<file path="config.mk">
export PLATFORM = sky130hd
export DESIGN_NAME = next_permutation_engine_top_flat
export DESIGN_NICKNAME = d
export VERILOG_FILES = /design/src/rtl/nep_pkg.sv /design/src/rtl/nep_in_if.sv /design/src/rtl/nep_out_if.sv /design/src/rtl/next_permutation_engine_top.sv /design/src/rtl/nep_store.sv /design/src/rtl/nep_seq.sv /design/src/flat_wrapper.sv
export VERILOG_INCLUDE_DIRS = /design/src /design/src/rtl
export SDC_FILE = /design/constraint.sdc
export NUM_CORES = 1
export LEC_CHECK = 0
export BUFFER_PORTS_ARGS = -buffer_cell sky130_fd_sc_hd__buf_2
export CAP_MARGIN = 5
export CORE_MARGIN = 8
export CORE_UTILIZATION = 36
export DETAILED_ROUTE_END_ITERATION = 10
export HOLD_SLACK_MARGIN = 0.1
export PLACE_DENSITY_LB_ADDON = 0.3
export SKIP_CTS_REPAIR_TIMING = 1
export SLEW_MARGIN = 20
export SYNTH_ARGS = -nofsm -noshare
export SYNTH_HDL_FRONTEND = slang
export SYNTH_HIERARCHICAL = 1
export SYNTH_SLANG_ARGS = --single-unit
</file>
<file path="constraint.sdc">
create_clock -name clk -period 4.4 [get_ports clk]
set_input_delay 0.22 -clock clk [delete_from_list [all_inputs] [get_ports clk]]
set_output_delay 0.22 -clock clk [all_outputs]
set_load 0.02 [all_outputs]
</file>
<file path="src/rtl/next_permutation_engine_top_defines.svh">
// Assertion macros for the next-permutation engine top level.
// Needs clk and arst_n in the scope where a macro is used.
`ifndef NEXT_PERMUTATION_ENGINE_TOP_DEFINES_SVH
`define NEXT_PERMUTATION_ENGINE_TOP_DEFINES_SVH

`ifndef NO_ASSERTIONS
// same-cycle implication
`define NEP_ASSERT_NOW(lbl, ante, cons, msg) \
	lbl: assert property (@(posedge clk) disable iff (!arst_n) (ante) |-> (cons)) \
		else $error(msg);
// next-cycle implication
`define NEP_ASSERT_NEXT(lbl, ante, cons, msg) \
	lbl: assert property (@(posedge clk) disable iff (!arst_n) (ante) |=> (cons)) \
		else $error(msg);
`else
`define NEP_ASSERT_NOW(lbl, ante, cons, msg)
`define NEP_ASSERT_NEXT(lbl, ante, cons, msg)
`endif

`endif

</file>
<file path="src/rtl/nep_pkg.sv">
// Shared types, constants and the word compare for the next-permutation engine.
// No dependencies; every other RTL file but the defines header refers to this package.
`default_nettype none

package nep_pkg;

	localparam int MAX_ELEMENTS_DEF = 8;
	localparam int RESULT_LIMIT     = 8;
	localparam int WORD_W           = 32;
	localparam int POS_W            = 3;
	localparam int CNT_W            = 4;
	localparam int PADDR_W          = 3;
	localparam int PDATA_W          = 32;

	localparam logic KIND_LOAD    = 1'b0;
	localparam logic KIND_ADVANCE = 1'b1;

	// register index is paddr[2]
	localparam logic CFG_IDX_ELEMENT_COUNT = 1'b0;

	typedef enum logic [3:0] {
		ST_IDLE,
		ST_PIV_RD,
		ST_PIV_EV,
		ST_SUC_RD,
		ST_SUC_EV,
		ST_SWP_WR,
		ST_REV_RD,
		ST_REV_EV,
		ST_REV_WR,
		ST_EMIT_RD,
		ST_EMIT_LD,
		ST_EMIT_WT
	} seq_state_t;

	typedef struct packed {
		logic              we;
		logic [POS_W-1:0]  waddr;
		logic [WORD_W-1:0] wdata;
		logic [POS_W-1:0]  raddr_a;
		logic [POS_W-1:0]  raddr_b;
	} store_req_t;

	typedef struct packed {
		logic [WORD_W-1:0] rd_a;
		logic [WORD_W-1:0] rd_b;
	} store_rsp_t;

	// signed less-than on stored words
	function automatic logic word_less(input logic [WORD_W-1:0] a, input logic [WORD_W-1:0] b);
		return $signed(a) < $signed(b);
	endfunction

endpackage

`default_nettype wire

</file>
<file path="src/rtl/nep_in_if.sv">
// Input channel of the next-permutation engine: valid/ready plus load/advance payload.
// Depends on nep_pkg for field widths.
`default_nettype none

interface nep_in_if;
	logic                             valid;
	logic                             ready;
	logic                             kind;
	logic [nep_pkg::POS_W-1:0]        position;
	logic signed [nep_pkg::WORD_W-1:0] value;

	modport source(output valid, output kind, output position, output value, input ready);
	modport sink(input valid, input kind, input position, input value, output ready);
endinterface

`default_nettype wire

</file>
<file path="src/rtl/nep_out_if.sv">
// Output channel of the next-permutation engine: valid/ready plus one emitted word.
// Depends on nep_pkg for field widths.
`default_nettype none

interface nep_out_if;
	logic                             valid;
	logic                             ready;
	logic [nep_pkg::POS_W-1:0]        out_position;
	logic signed [nep_pkg::WORD_W-1:0] out_value;
	logic                             advanced;
	logic                             last_of_run;

	modport source(output valid, output out_position, output out_value, output advanced,
		output last_of_run, input ready);
	modport sink(input valid, input out_position, input out_value, input advanced,
		input last_of_run, output ready);
endinterface

`default_nettype wire

</file>
<file path="src/rtl/next_permutation_engine_top.sv">
// Next-permutation engine top level: APB count register, sequencer and word store.
// Depends on nep_pkg, nep_in_if, nep_out_if, nep_store, nep_seq and the defines header.
//
// Usage:
//   in_ch carries load transactions (kind 0: write value at position) and advance
//   transactions (kind 1). A load completes in the cycle it is accepted and returns
//   nothing. An advance rearranges the first n = min(element_count, depth) words into
//   the next lexicographic order and then returns n transactions on out_ch, one per
//   word in position order, advanced set if a next order existed, last_of_run on the
//   final one. n = 0 returns nothing.
//   in_ch.ready is high only while no advance is in progress.
//   Advance time grows with the steps of the pivot scan, the steps of the successor scan,
//   the swaps in the tail and the n emitted words, plus any time the receiver stalls.
//   It is set by the single comparator and the single store write port, one compare or
//   write per cycle.
//   A stalled receiver simply holds the current word in the output register.
//   Reset clears the control state and element_count; the store contents are
//   undefined until loaded. Write element_count over APB only while idle.
`default_nettype none

`include "next_permutation_engine_top_defines.svh"

module next_permutation_engine_top #(
	parameter int MAX_ELEMENTS = nep_pkg::MAX_ELEMENTS_DEF
) (
	input  wire                         clk,
	input  wire                         arst_n,
	nep_in_if.sink                      in_ch,
	nep_out_if.source                   out_ch,
	input  wire                         psel,
	input  wire                         penable,
	input  wire                         pwrite,
	input  wire [nep_pkg::PADDR_W-1:0]  paddr,
	input  wire [nep_pkg::PDATA_W-1:0]  pwdata,
	output logic [nep_pkg::PDATA_W-1:0] prdata,
	output logic                        pready
);

	logic [nep_pkg::CNT_W-1:0] element_count_q;
	logic                      cfg_wr;
	nep_pkg::store_req_t       store_req;
	nep_pkg::store_rsp_t       store_rsp;

	assign pready = 1'b1;
	assign cfg_wr = psel && penable && pwrite && pready;

	always_ff @(posedge clk or negedge arst_n) begin
		if (!arst_n) begin
			element_count_q <= '0;
		end else if (cfg_wr && paddr[2] == nep_pkg::CFG_IDX_ELEMENT_COUNT) begin
			element_count_q <= pwdata[nep_pkg::CNT_W-1:0];
		end
	end

	always_comb begin
		prdata = '0;
		if (paddr[2] == nep_pkg::CFG_IDX_ELEMENT_COUNT) begin
			prdata = nep_pkg::PDATA_W'(element_count_q);
		end
	end

	nep_seq #(
		.MAX_ELEMENTS(MAX_ELEMENTS)
	) u_seq (
		.clk          (clk),
		.arst_n       (arst_n),
		.element_count(element_count_q),
		.in_ch        (in_ch),
		.out_ch       (out_ch),
		.req          (store_req),
		.rsp          (store_rsp)
	);

	nep_store #(
		.MAX_ELEMENTS(MAX_ELEMENTS)
	) u_store (
		.clk(clk),
		.req(store_req),
		.rsp(store_rsp)
	);

	`NEP_ASSERT_NOW(a_busy_excl, in_ch.ready, !out_ch.valid, "input ready while emitting")
	`NEP_ASSERT_NEXT(a_last_frees, out_ch.valid && out_ch.ready && out_ch.last_of_run, in_ch.ready, "engine not idle after last word")
	`NEP_ASSERT_NEXT(a_empty_run, in_ch.valid && in_ch.ready && in_ch.kind == nep_pkg::KIND_ADVANCE && element_count_q == nep_pkg::CNT_W'(0), in_ch.ready, "empty advance left engine busy")
	`NEP_ASSERT_NOW(a_pos_range, out_ch.valid, nep_pkg::CNT_W'(out_ch.out_position) < element_count_q, "emitted position beyond count")

endmodule

`default_nettype wire

</file>
<file path="src/rtl/nep_store.sv">
// Word store: one write port, two registered read ports.
// Depends on nep_pkg (request/response structs).
`default_nettype none

module nep_store #(
	parameter int MAX_ELEMENTS = nep_pkg::MAX_ELEMENTS_DEF
) (
	input  wire                 clk,
	input  nep_pkg::store_req_t req,
	output nep_pkg::store_rsp_t rsp
);

	localparam int DEPTH = (MAX_ELEMENTS > nep_pkg::RESULT_LIMIT) ?
		nep_pkg::RESULT_LIMIT : MAX_ELEMENTS;
	localparam int AW = $clog2(DEPTH);

	logic [nep_pkg::WORD_W-1:0] mem [DEPTH];

	always_ff @(posedge clk) begin
		if (req.we) begin
			mem[req.waddr[AW-1:0]] <= req.wdata;
		end
		rsp.rd_a <= mem[req.raddr_a[AW-1:0]];
		rsp.rd_b <= mem[req.raddr_b[AW-1:0]];
	end

endmodule

`default_nettype wire

</file>
<file path="src/rtl/nep_seq.sv">
// Sequencer: pivot scan, successor scan, swap, tail reversal and emission,
// all through one signed comparator and the two-read store. Depends on nep_pkg.
`default_nettype none

module nep_seq #(
	parameter int MAX_ELEMENTS = nep_pkg::MAX_ELEMENTS_DEF
) (
	input  wire                        clk,
	input  wire                        arst_n,
	input  wire [nep_pkg::CNT_W-1:0]   element_count,
	nep_in_if.sink                     in_ch,
	nep_out_if.source                  out_ch,
	output nep_pkg::store_req_t        req,
	input  nep_pkg::store_rsp_t        rsp
);

	localparam int DEPTH = (MAX_ELEMENTS > nep_pkg::RESULT_LIMIT) ?
		nep_pkg::RESULT_LIMIT : MAX_ELEMENTS;

	nep_pkg::seq_state_t state_q, state_d;

	logic [nep_pkg::CNT_W-1:0]  n_q;
	logic [nep_pkg::POS_W-1:0]  i_q, p_q, s_q, lo_q, hi_q, k_q;
	logic [nep_pkg::WORD_W-1:0] hold_q;
	logic                       moved_q;
	logic [nep_pkg::POS_W-1:0]  out_pos_q;
	logic [nep_pkg::WORD_W-1:0] out_val_q;
	logic                       out_adv_q, out_last_q;

	logic                       accept;
	logic                       lt;
	logic                       load_in_range;
	logic [nep_pkg::CNT_W-1:0]  n_eff;
	logic [nep_pkg::POS_W-1:0]  n_last;
	logic [nep_pkg::POS_W-1:0]  p_next;
	logic                       suc_found;
	logic                       k_last;

	assign accept        = in_ch.valid && in_ch.ready;
	assign lt            = nep_pkg::word_less(rsp.rd_a, rsp.rd_b);
	assign load_in_range = 32'(in_ch.position) < 32'(MAX_ELEMENTS);
	assign n_eff         = (element_count > nep_pkg::CNT_W'(DEPTH)) ?
		nep_pkg::CNT_W'(DEPTH) : element_count;
	assign n_last        = nep_pkg::POS_W'(n_q - nep_pkg::CNT_W'(1));
	assign p_next        = p_q + nep_pkg::POS_W'(1);
	// the word right after the pivot is always larger
	assign suc_found     = lt || (s_q == p_next);
	assign k_last        = (nep_pkg::CNT_W'(k_q) + nep_pkg::CNT_W'(1)) == n_q;

	always_ff @(posedge clk or negedge arst_n) begin
		if (!arst_n) begin
			state_q <= nep_pkg::ST_IDLE;
		end else begin
			state_q <= state_d;
		end
	end

	// next state
	always_comb begin
		state_d = state_q;
		unique case (state_q)
			nep_pkg::ST_IDLE: begin
				if (accept && in_ch.kind == nep_pkg::KIND_ADVANCE) begin
					if (n_eff == nep_pkg::CNT_W'(0)) begin
						state_d = nep_pkg::ST_IDLE;
					end else if (n_eff == nep_pkg::CNT_W'(1)) begin
						state_d = nep_pkg::ST_EMIT_RD;
					end else begin
						state_d = nep_pkg::ST_PIV_RD;
					end
				end
			end
			nep_pkg::ST_PIV_RD: state_d = nep_pkg::ST_PIV_EV;
			nep_pkg::ST_PIV_EV: begin
				if (lt) begin
					state_d = nep_pkg::ST_SUC_RD;
				end else if (i_q == nep_pkg::POS_W'(1)) begin
					state_d = nep_pkg::ST_EMIT_RD;
				end else begin
					state_d = nep_pkg::ST_PIV_RD;
				end
			end
			nep_pkg::ST_SUC_RD: state_d = nep_pkg::ST_SUC_EV;
			nep_pkg::ST_SUC_EV: begin
				state_d = suc_found ? nep_pkg::ST_SWP_WR : nep_pkg::ST_SUC_RD;
			end
			nep_pkg::ST_SWP_WR: begin
				state_d = (p_next < n_last) ? nep_pkg::ST_REV_RD : nep_pkg::ST_EMIT_RD;
			end
			nep_pkg::ST_REV_RD: state_d = nep_pkg::ST_REV_EV;
			nep_pkg::ST_REV_EV: state_d = nep_pkg::ST_REV_WR;
			nep_pkg::ST_REV_WR: begin
				state_d = ((lo_q + nep_pkg::POS_W'(1)) < (hi_q - nep_pkg::POS_W'(1))) ?
					nep_pkg::ST_REV_RD : nep_pkg::ST_EMIT_RD;
			end
			nep_pkg::ST_EMIT_RD: state_d = nep_pkg::ST_EMIT_LD;
			nep_pkg::ST_EMIT_LD: state_d = nep_pkg::ST_EMIT_WT;
			nep_pkg::ST_EMIT_WT: begin
				if (out_ch.ready) begin
					state_d = k_last ? nep_pkg::ST_IDLE : nep_pkg::ST_EMIT_RD;
				end
			end
			default: state_d = nep_pkg::ST_IDLE;
		endcase
	end

	// outputs and store requests
	always_comb begin
		in_ch.ready   = 1'b0;
		out_ch.valid  = 1'b0;
		req.we        = 1'b0;
		req.waddr     = in_ch.position;
		req.wdata     = in_ch.value;
		req.raddr_a   = k_q;
		req.raddr_b   = k_q;
		unique case (state_q)
			nep_pkg::ST_IDLE: begin
				in_ch.ready = 1'b1;
				req.we      = accept && in_ch.kind == nep_pkg::KIND_LOAD && load_in_range;
			end
			nep_pkg::ST_PIV_RD: begin
				req.raddr_a = i_q - nep_pkg::POS_W'(1);
				req.raddr_b = i_q;
			end
			nep_pkg::ST_SUC_RD: begin
				req.raddr_a = p_q;
				req.raddr_b = s_q;
			end
			nep_pkg::ST_SUC_EV: begin
				req.we    = suc_found;
				req.waddr = p_q;
				req.wdata = rsp.rd_b;
			end
			nep_pkg::ST_SWP_WR: begin
				req.we    = 1'b1;
				req.waddr = s_q;
				req.wdata = hold_q;
			end
			nep_pkg::ST_REV_RD: begin
				req.raddr_a = lo_q;
				req.raddr_b = hi_q;
			end
			nep_pkg::ST_REV_EV: begin
				req.we    = 1'b1;
				req.waddr = lo_q;
				req.wdata = rsp.rd_b;
			end
			nep_pkg::ST_REV_WR: begin
				req.we    = 1'b1;
				req.waddr = hi_q;
				req.wdata = hold_q;
			end
			nep_pkg::ST_EMIT_WT: out_ch.valid = 1'b1;
			default: begin
			end
		endcase
	end

	// datapath registers
	always_ff @(posedge clk) begin
		unique case (state_q)
			nep_pkg::ST_IDLE: begin
				n_q     <= n_eff;
				i_q     <= nep_pkg::POS_W'(n_eff - nep_pkg::CNT_W'(1));
				k_q     <= '0;
				moved_q <= 1'b0;
			end
			nep_pkg::ST_PIV_EV: begin
				if (lt) begin
					p_q <= i_q - nep_pkg::POS_W'(1);
					s_q <= n_last;
				end else begin
					i_q <= i_q - nep_pkg::POS_W'(1);
				end
			end
			nep_pkg::ST_SUC_EV: begin
				hold_q <= rsp.rd_a;
				if (!suc_found) begin
					s_q <= s_q - nep_pkg::POS_W'(1);
				end
			end
			nep_pkg::ST_SWP_WR: begin
				moved_q <= 1'b1;
				lo_q    <= p_next;
				hi_q    <= n_last;
			end
			nep_pkg::ST_REV_EV: hold_q <= rsp.rd_a;
			nep_pkg::ST_REV_WR: begin
				lo_q <= lo_q + nep_pkg::POS_W'(1);
				hi_q <= hi_q - nep_pkg::POS_W'(1);
			end
			nep_pkg::ST_EMIT_LD: begin
				out_pos_q  <= k_q;
				out_val_q  <= rsp.rd_a;
				out_adv_q  <= moved_q;
				out_last_q <= k_last;
			end
			nep_pkg::ST_EMIT_WT: begin
				if (out_ch.ready) begin
					k_q <= k_q + nep_pkg::POS_W'(1);
				end
			end
			default: begin
			end
		endcase
	end

	assign out_ch.out_position = out_pos_q;
	assign out_ch.out_value    = out_val_q;
	assign out_ch.advanced     = out_adv_q;
	assign out_ch.last_of_run  = out_last_q;

endmodule

`default_nettype wire
</file>
<file path="src/flat_wrapper.sv">
// flat-port wrapper written by rule: the top's interface ports become plain ports
module next_permutation_engine_top_flat 
#(
	parameter int MAX_ELEMENTS = nep_pkg::MAX_ELEMENTS_DEF
)
  (clk, arst_n, psel, penable, pwrite, paddr, pwdata, prdata, pready, in_ch_valid, in_ch_kind, in_ch_position, in_ch_value, in_ch_ready, out_ch_valid, out_ch_out_position, out_ch_out_value, out_ch_advanced, out_ch_last_of_run, out_ch_ready);
  nep_in_if in_ch_i ();
  nep_out_if out_ch_i ();
  input  wire clk;
  input  wire arst_n;
  input  wire psel;
  input  wire penable;
  input  wire pwrite;
  input  wire [nep_pkg::PADDR_W-1:0] paddr;
  input  wire [nep_pkg::PDATA_W-1:0] pwdata;
  output logic [nep_pkg::PDATA_W-1:0] prdata;
  output logic pready;
  input wire logic [$bits(in_ch_i.valid)-1:0] in_ch_valid;
  input wire logic [$bits(in_ch_i.kind)-1:0] in_ch_kind;
  input wire logic [$bits(in_ch_i.position)-1:0] in_ch_position;
  input wire logic [$bits(in_ch_i.value)-1:0] in_ch_value;
  output wire logic [$bits(in_ch_i.ready)-1:0] in_ch_ready;
  output wire logic [$bits(out_ch_i.valid)-1:0] out_ch_valid;
  output wire logic [$bits(out_ch_i.out_position)-1:0] out_ch_out_position;
  output wire logic [$bits(out_ch_i.out_value)-1:0] out_ch_out_value;
  output wire logic [$bits(out_ch_i.advanced)-1:0] out_ch_advanced;
  output wire logic [$bits(out_ch_i.last_of_run)-1:0] out_ch_last_of_run;
  input wire logic [$bits(out_ch_i.ready)-1:0] out_ch_ready;
  assign in_ch_i.valid = in_ch_valid;
  assign in_ch_i.kind = in_ch_kind;
  assign in_ch_i.position = in_ch_position;
  assign in_ch_i.value = in_ch_value;
  assign in_ch_ready = in_ch_i.ready;
  assign out_ch_valid = out_ch_i.valid;
  assign out_ch_out_position = out_ch_i.out_position;
  assign out_ch_out_value = out_ch_i.out_value;
  assign out_ch_advanced = out_ch_i.advanced;
  assign out_ch_last_of_run = out_ch_i.last_of_run;
  assign out_ch_i.ready = out_ch_ready;
  next_permutation_engine_top #(.MAX_ELEMENTS(MAX_ELEMENTS)) u_core (.clk(clk), .arst_n(arst_n), .in_ch(in_ch_i), .out_ch(out_ch_i), .psel(psel), .penable(penable), .pwrite(pwrite), .paddr(paddr), .pwdata(pwdata), .prdata(prdata), .pready(pready));
endmodule
</file>
[After elaboration in Yosys (flattened, before gate mapping)]
Memories as Yosys holds them, arrays and structs flattened. A register that Yosys moved wholly into a read port is not among the register bits.
Cells that the tools add are included.
Storage, ports and cells
  input bits: 78
  bits in registers: 100
  memories: 1
  output and inout bits: 72
  memory bits (writable): 256
  logic and storage cells: 102
Cells by class
  multiplexer cells: 30
  reduce and logical (&&, ||, !) cells: 21
  bitwise operators: 2
  $add $sub $neg: 9
  $lt $le $gt $ge: 4
  eq/ne operators: 20
Memory list
  u_core.u_store.mem: words 8, width 32, read ports 2, clocked after memory_dff 2, write ports 1, RTL line nep_store.sv:17  | logic [nep_pkg::WORD_W-1:0] mem [DEPTH];
Operator list (count)
  35-bit one-hot mux with 4 select lines: 1
  4-bit one-hot mux with 12 select lines: 1
  4-bit two-way mux: 11
  32-bit < comparator: 1
  3-bit one-hot mux with 2 select lines: 5
  6-bit one-hot mux with 3 select lines: 1
  4-bit by 3-bit equality test with 1-bit output (second input constant): 4
  4-bit equality test (second input constant): 4
  3-bit two-way mux: 5
  3-bit by 1-bit subtractor with 3-bit output (second input constant): 5
  2-bit inequality test (second input constant): 5
  2-bit nonzero test: 5
  3-bit by 1-bit adder with 3-bit output (second input constant): 3
  4-bit by 1-bit equality test with 1-bit output (second input constant): 2
  4-bit by 2-bit equality test with 1-bit output (second input constant): 2
  4-bit logical NOT: 2
  2-bit AND reduction: 4
  1-bit logical AND: 6
  3-bit < comparator: 2
  3-bit by 1-bit adder with 4-bit output (second input constant): 1
  4-bit equality test: 1
  4-bit greater-than comparator (second input constant): 1
  1-bit two-way mux: 4
  3-bit by 1-bit equality test with 1-bit output (second input constant): 1
  other kinds (8): 9

[Longest topological paths before layout]
Gate-level depths: netlist of the first run.
  word-level depth: 7
  mapped depth: 11
  mapped depth without buffers: 10

[By module]
Netlist of the first run, hierarchy kept.
Modules (own cells, without submodules)
  nep_store: area an instance 13180.1 um^2, instances 1, cells an instance 561
  nep_seq: area an instance 5413.9 um^2, instances 1, cells an instance 500
  next_permutation_engine_top: area an instance 429.2 um^2, instances 1, cells an instance 44

[Least setup slack after synthesis of the first run]
Ideal clock, no wire load.
  path type: register to register
  start point: register, netlist name u_core/u_store/rsp[14]
  end point: memory u_core/u_store/mem[0][0] (netlist name) (enable)
  clock period less this slack: 4455 ps
  cell stages (with the launch flop): 10
  buffers on the path: 0
  setup slack: -55 ps
  arrival time: 3994 ps
  data required time: 3939 ps
  cell sequence: dfxtp_1 -> inv_1 -> ha_1 -> and4_2 -> a221oi_1 -> a31oi_2 -> o211ai_2 -> a21o_1 -> nand2b_1 -> nor3_1
RTL lines (RTL line)
  to (decl): nep_store.sv:17

==> results of run 1 <==
worst max-delay path, delay by kind of cell, from the launching register on:
family	cells	cell delay, ns
compound gates	6	1.52
buf+inv	2	0.52
simple gates	2	0.45
flops	1	0.34
fa+ha+maj	1	0.32
cells in the final DEF, fill, tap and decap left out, types with 4 or more instances in the layout:
| master | Yosys | routed |
|---|---|---|
| clkbuf_1 | 14 | 5 |
| buf_2 | 10 | 90 |
| nor3_1 | 7 | 5 |
| dlygate4sd3_1 | 0 | 11 |
| inv_1 | 48 | 48 |
| mux4_2 | 48 | 48 |
| o22ai_1 | 4 | 4 |
| and2_1 | 4 | 4 |
| dfrtp_1 | 8 | 8 |
| buf_12 | 0 | 5 |
| clkbuf_16 | 0 | 48 |
| a21oi_1 | 23 | 23 |
| dfxtp_1 | 64 | 64 |
| nand3_1 | 5 | 5 |
| nand2_1 | 90 | 89 |
| clkinv_4 | 0 | 5 |
| o221ai_4 | 0 | 4 |
| nor2b_1 | 7 | 7 |
| clkbuf_8 | 0 | 4 |
| a21o_1 | 4 | 4 |
| buf_4 | 30 | 22 |
| edfxtp_1 | 348 | 348 |
| nand4_1 | 6 | 6 |
| ha_1 | 45 | 45 |
| nor2_4 | 0 | 8 |
| xor2_1 | 7 | 7 |
| mux2_2 | 72 | 72 |
| clkinvlp_4 | 0 | 6 |
| nor2_1 | 28 | 21 |
| mux2i_1 | 7 | 7 |
| and2b_2 | 4 | 4 |
| xnor2_1 | 6 | 6 |
| o21ai_0 | 12 | 12 |
| mux4_1 | 80 | 80 |
| nand2b_1 | 12 | 12 |
| conb_1 | 2 | 29 |
| clkinv_2 | 0 | 11 |
| a22oi_1 | 41 | 41 |
layer usage:
layer  GRT usage [%]  vias to the layer above  part of all wire (%)
met3            2.85                       50                   5.9
met5               0                        -                     0
met4            3.89                        0                   1.7
met1            18.8                     5382                    43
li1                -                     4642                     -
met2            24.7                      276                    49
path summary, 6_finish.rpt:
| path | end | depth (start not counted) |
|---|---|---|
| worst min-delay path | u_core/u_store/mem[5][14]$_DFFE_PP_ | 3 |
| max in group asynchronous | u_core/u_seq/state_q[1]$_DFFE_PN0P_ | 3 |
| worst max register to register | u_core/u_store/mem[0][12]$_DFFE_PP_ | 11 |
| worst max-delay path | u_core/u_store/mem[0][12]$_DFFE_PP_ | 11 |
| worst min register to register | u_core/u_seq/out_ch.advanced$_DFFE_PN_ | 0 |
| min in group asynchronous | u_core/element_count_q[3]$_DFFE_PN0P_ | 3 |
cell families (layout without fill, tap and decap cells):
kind of cell	Yosys count	after routing	synth area share, %
flops	420	420	62.7
xor+xnor	13	13	0.599
compound gates	112	112	4.12
simple gates	177	177	4.45
other cells	2	29	0.0395
mux	207	207	21.4
fa+ha+maj	45	45	2.96
buf+inv	129	260	3.76
stage by stage:
stage | utilization (%) | cells | setup slack, ns
after floorplan | - | 1132 | 0.802
after global placement | 38.8 | 1856 | 0.847
after detailed placement | 38.8 | 1856 | 0.804
after CTS | 41.7 | 1940 | 0.783
after global routing | 41.9 | 1951 | 0.668
final | 41.9 | 1951 | 0.880
synth_stat cells (all sizes together) (5+ instances only):
cell type	number	area, µm²
a21oi	24	124
a22oi	41	308
buf	67	482
clkbuf	14	52.6
dfrtp	8	200
dfxtp	64	1280
edfxtp	348	10500
ha	45	563
inv	48	180
mux2	72	811
mux2i	7	70.1
mux4	128	3180
nand2	90	338
nand2b	12	75.1
nand3	5	25.0
nand4	6	37.5
nor2	29	111
nor2b	7	43.8
nor3	8	45.0
o21ai	13	65.1
o221ai	5	43.8
xnor2	6	52.6
xor2	7	61.3
layout make-up:
type | count | area, µm² | area share (%)
clock buffer | 57 | 1270 | 5.80
clock inverter | 27 | 251 | 1.14
inverter | 48 | 180 | 0.820
multi-input combinational | 583 | 6640 | 30.2
sequential | 420 | 11900 | 54.3
tap | 688 | 861 | 3.92
timing repair buffer | 128 | 826 | 3.76
sequential cells by signal (all words and copies together) (netlist names), 3 cells and up:
signal                            count
u_core/u_seq/i_q                      3
u_core/u_store/mem                  256
u_core/u_seq/out_ch.out_position      3
u_core/u_seq/hold_q                  32
u_core/u_seq/state_q                  4
u_core/u_seq/hi_q                     3
u_core/u_seq/k_q                      3
u_core/u_seq/p_q                      3
u_core/u_seq/out_ch.out_value        32
u_core/u_seq/s_q                      3
u_core/u_store/rsp                   64
u_core/u_seq/lo_q                     3
u_core/u_seq/n_q                      4
u_core/element_count_q                4
power by group:
part	internal (W)	total, W	switching, W	leakage, nW
Clock	0.00225	0.00382	0.00157	0.742
Sequential	0.00566	0.00616	0.000498	3.79
Combinational	0.00332	0.00707	0.00374	3.44
Total	0.0112	0.0170	0.00581	7.97
==> impl_metrics.yaml, run 1 <==
die:
  initial_core_util_pct: 36.3
  die-width_um: 246
  die_area_um2: 60500
  ios: 150
  core-area_um2: 52400
  rows: 84
  chipHeight_um: 246
detailed_routing:
  drt_pass1_iterations: 7
  wl_mm: 44.4
  wire_per_inst_um: 22.8
  ant_nets: 0
  viasPerCell: 5.30
  drt-initial-drc-count: 737
  drc: 0
  num_vias: 10350
global_route:
  grt-ovfl-total: 0
  antenna_found_initial: 0
  grt_max_degree: 65
  track_usage_pct: 14.5
  grt_pass1_vias: 10775
  grt_first_pass_wirelength_mm: 66.6
worst_setup_path:
  end_kind: "flip-flop"
  r2r_start: "u_core/u_store/rsp[23]$_DFF_P_"
  cpPeakStageDelay_ns: 0.50
  critPathLaunch: "u_core/u_store/rsp[23]$_DFF_P_"
  worstPathArrival_ns: 3.72
  worstSetupPathType: "reg -> reg"
  reg2reg_slack_ns: 0.88
  cp_slowest_cell: "a221oi_1"
  cp_max_fo: 26
  setup.worst_path.start_class: "flip-flop"
  crit_chain: "inv_1 > ha_1 > a21oi_1 > o21ai_0 > a221oi_1 > o211ai_1 > o211ai_2 > a21o_1 > nand2b_1 > nor3_4 > buf_4"
  required_ns: 4.60
placement:
  hpwl_mm: 26.9
  place.gp.congestion: 0.879
  place_area_um2: 20300
  port_buffers: 90
min_path:
  worstHoldPathType: "in -> reg"
  hold_start: "in_ch_value[14]"
logic_synthesis:
  synth.distinct_cells: 61
  synth_ff_type: "edfxtp_1"
  synth_edf_count: 348
  seq_area_frac_synth_pct: 62.7
  synth_seq_cells: 420
  syn-cell-area_um2: 19000
  async_flop_share_pct: 1.90
  yosysWarnings: 6
  syn_area_per_cell_um2: 17.2
  syn-instance-count: 1105
clocking:
  clk_pin_slew_ns: 0.06
  cts_num_sinks: 420
  h-tree-depth: 2
  cts_tree: "built"
  clock_latency_ns: 0.57
  root_buffer: "clkbuf_16"
  clk_path_buf_depth: 3
  numCtsBuffers: 45
timing:
  slew_viol_final: 0
  period_needed_ns: 3.52
  hold_ws_ns: 0.0858
  hold_viol: 0
  worst_pin_slew_ns: 1.02
  max_slew_margin_pct: 31.8
  setup_viol: 0
  setup-tns-final_ns: 0
  rsz0062_at_grt: "no"
  skew_ns: 0.0164
  fmax_mhz: 284
  period_share_pct: 80.0
pwr:
  p_per_area_nw_per_um2: 776
  leakage_nw: 7.97
  power_w: 0.0170
  ir_drop_mv: 0.529
outcome:
  status: "finished clean"
final_layout:
  antenna_cells: 0
  drive_gt1_share_pct: 27.6
  nNetsFinal: 1349
  fill_cells: 4626
  final_cell_area_um2: 22000
  area_delta_synth_final_pct: 15.5
run:
  maxCapViolCount: 0
Note: power is estimated with default switching activity, not from simulation.
==> run 2, diff against run 1 <==
--- a/config.mk
+++ b/config.mk
@@ -6,6 +6,7 @@
 export SDC_FILE = /design/constraint.sdc
 export NUM_CORES = 1
 export LEC_CHECK = 0
+export ABC_AREA = 1
 export BUFFER_PORTS_ARGS = -buffer_cell sky130_fd_sc_hd__buf_2
 export CAP_MARGIN = 5
 export CORE_MARGIN = 8
==> constraint.sdc (replaced) <==
create_clock -name clk -period 3.68 [get_ports clk]
set_input_delay 0.184 -clock clk [delete_from_list [all_inputs] [get_ports clk]]
set_output_delay 0.184 -clock clk [all_outputs]
set_load 0.02 [all_outputs]
==> impl_metrics.yaml, run 2 <==
outcome:
  status: "finished clean"
detailed_routing:
  drc: 0
  viasPerCell: 4.87
  drt_pass1_iterations: 6
  met2_length_mm: 27.0
  ant_nets: 0
  top_layer: "met4"
  drt-initial-drc-count: 1264
  wl_met3_mm: 3.80
  wl_mm: 56.2
  num_vias: 16065
  wire_per_inst_um: 17.0
  wl_met1_mm: 23.5
die:
  core-area_um2: 57700
  die-width_um: 258
  die_area_um2: 66400
  rows: 88
  chipHeight_um: 258
  initial_core_util_pct: 36.4
  ios: 150
final_layout:
  nNetsFinal: 2618
  largest_register_ffs: 256
  antenna_cells: 0
  fin_util_pct: 41.2
  area_delta_synth_final_pct: 13.2
  layout_common_cells: "nand2_1, edfxtp_1, inv_1"
  layout_commonest_cell: "nand2_1"
  drive_gt1_share_pct: 9.21
clocking:
  clk_pin_slew_ns: 0.06
  numCtsBuffers: 44
  root_buffer: "clkbuf_16"
  cts_num_sinks: 420
  clock_latency_ns: 0.59
  h-tree-depth: 2
  clk_path_buf_depth: 3
  cts_tree: "built"
logic_synthesis:
  synth_top_area_share_pct: 49.7
  yosysWarnings: 6
  yosysTopAreaCell: "edfxtp_1"
  synth_ff_type: "edfxtp_1"
  syn_area_per_cell_um2: 8.70
  syn-instance-count: 2414
  synth.area.top_cells: "edfxtp_1, nand2_1, nand3_1, inv_1, dfxtp_1"
  async_flop_share_pct: 1.90
  synth.distinct_cells: 47
  syn-cell-area_um2: 21000
  yosysMostFrequentCell: "nand2_1"
  yosys-top-cells-count: "nand2_1, edfxtp_1, inv_1"
  synth_edf_count: 348
  seq_area_frac_synth_pct: 56.8
  synth_seq_cells: 420
worst_setup_path:
  crit_path_frequent_cell: "nand2_1"
  timing.rr.end: "u_core/u_store/mem[0][10]$_DFFE_PP_"
  worstSetupPathType: "reg -> reg"
  worstSetupEndpoint: "u_core/u_store/mem[0][10]$_DFFE_PP_"
  end_kind: "flip-flop"
  path_depth: 16
  r2r_start: "u_core/u_store/rsp[15]$_DFF_P_"
  crit_family: "simple AND/OR/NAND/NOR gates"
  crit_chain: "inv_1 > ha_1 > a21oi_1 > o21ai_0 > a21oi_1 > nand2_1 > nand2_1 > nand2_1 > nand2_1 > nand2_1 > nand2_1 > nand2_1 > nand2_1 > nand2_1 > nor2_4 > buf_12"
  path_buf_inv: 2
  rr_worst_depth: 16
  critPathLaunch: "u_core/u_store/rsp[15]$_DFF_P_"
  cp_slowest_cell: "dfxtp_1"
  setup.worst_path.start_class: "flip-flop"
  worstPathArrival_ns: 3.42
  cp_max_fo: 32
  reg2reg_slack_ns: 0.52
  required_ns: 3.93
  cpPeakStageDelay_ns: 0.33
global_route:
  antenna_found_initial: 0
  grt_pass1_vias: 15465
  track_usage_pct: 16.4
  grt-ovfl-total: 0
  grt_max_degree: 129
  grt_first_pass_wirelength_mm: 86.3
timing:
  period_needed_ns: 3.16
  slew_viol_final: 0
  setup-tns-final_ns: 0
  hold_viol: 0
  setup_viol: 0
  fmax_mhz: 316
  period_share_pct: 85.9
  hold_ws_ns: 0.0537
  max_slew_margin_pct: 37.9
  worst_pin_slew_ns: 0.932
  rsz0062_at_grt: "no"
  skew_ns: 0.0209
placement:
  port_buffers: 90
  hpwl_mm: 32.2
  place.gp.congestion: 0.821
pwr:
  leakage_nw: 11.0
  ir_drop_mv: 1.04
  p_per_area_nw_per_um2: 1000
run:
  maxCapViolCount: 0
min_path:
  worstHoldPathType: "in -> reg"
[run 2: cell types whose count changed in the layout (fill, tap and decap cells not counted), sizes merged, moves of 7 or more]
cell,previous run,this run
nor2b,7,0
inv,50,354
nand2,90,1013
nand3,5,271
o21ai,13,20
nor2,29,54
mux2,72,0
dlygate4sd3,11,22
nand2b,12,0
a22oi,41,33
mux4,128,0
[run 2: metal layers]
layer | vias up | GRT usage (%)
met4 | 0 | 6.59
met3 | 140 | 2.46
li1 | 7779 | -
met1 | 7542 | 20.8
met2 | 604 | 27.8
met5 | - | 0
[run 2: through the flow]
step	setup WS [ns]	power [W]	cells	area, µm²
floorplan	0.280	0.0161	2441	21100
global placement	0.522	0.0193	3192	22200
detailed placement	0.549	0.0196	3192	22200
CTS	0.498	0.0239	3274	23600
global route	0.282	0.0257	3296	23800
finish	0.517	0.0239	3296	23800
[run 2: logic make-up after synthesis]
logic type | Yosys count | share of synthesized area [%]
buffers and inverters | 493 | 10.7
adder cells (fa/ha/maj) | 45 | 2.68
XOR/XNOR | 11 | 0.494
AO/OA/AOI/OAI | 86 | 2.67
AND/OR/NAND/NOR | 1356 | 26.6
other | 2 | 0.0357
multiplexers | 1 | 0.0476
flip-flops | 420 | 56.8
[run 2: cell type report]
cell class,instances,area [µm²]
fill,5530,33900
sequential,420,11900
multi-input combinational,1528,7070
inverter,356,1340
clock buffer,62,1210
timing repair buffer,145,1130
tap,765,957
clock inverter,20,149
[run 2: worst register-to-register path: stages (launching register included)]
cell and delay (ns):
dfxtp_1 0.33, inv_1 0.05, ha_1 0.30, a21oi_1 0.16
o21ai_0 0.15, a21oi_1 0.25, nand2_1 0.10, nand2_1 0.21
nand2_1 0.12, nand2_1 0.07, nand2_1 0.08, nand2_1 0.07
nand2_1 0.07, nand2_1 0.13, nand2_1 0.25, nor2_4 0.20
buf_12 0.28
[run 2: worst min path at each step]
| stage | from | to | slack, ns | cells after the start |
|---|---|---|---|---|
| finish | in_ch_value[19] | u_core/u_store/mem[0][19]$_DFFE_PP_ | 0.05 | 3 |
| global route | in_ch_value[9] | u_core/u_store/mem[6][9]$_DFFE_PP_ | 0.10 | 3 |
| CTS | arst_n | u_core/element_count_q[1]$_DFFE_PN0P_ | -0.59 | 1 |
| detailed placement | arst_n | u_core/element_count_q[0]$_DFFE_PN0P_ | 0.04 | 1 |
| global placement | arst_n | u_core/element_count_q[0]$_DFFE_PN0P_ | 0.04 | 1 |
| floorplan | arst_n | u_core/element_count_q[0]$_DFFE_PN0P_ | -0.11 | 0 |
[run 2: power breakdown]
group	internal (W)	leakage, nW	switching, W
sequential	0.00682	3.80	0.000502
clock	0.00237	0.665	0.00184
combinational	0.00365	6.54	0.00866
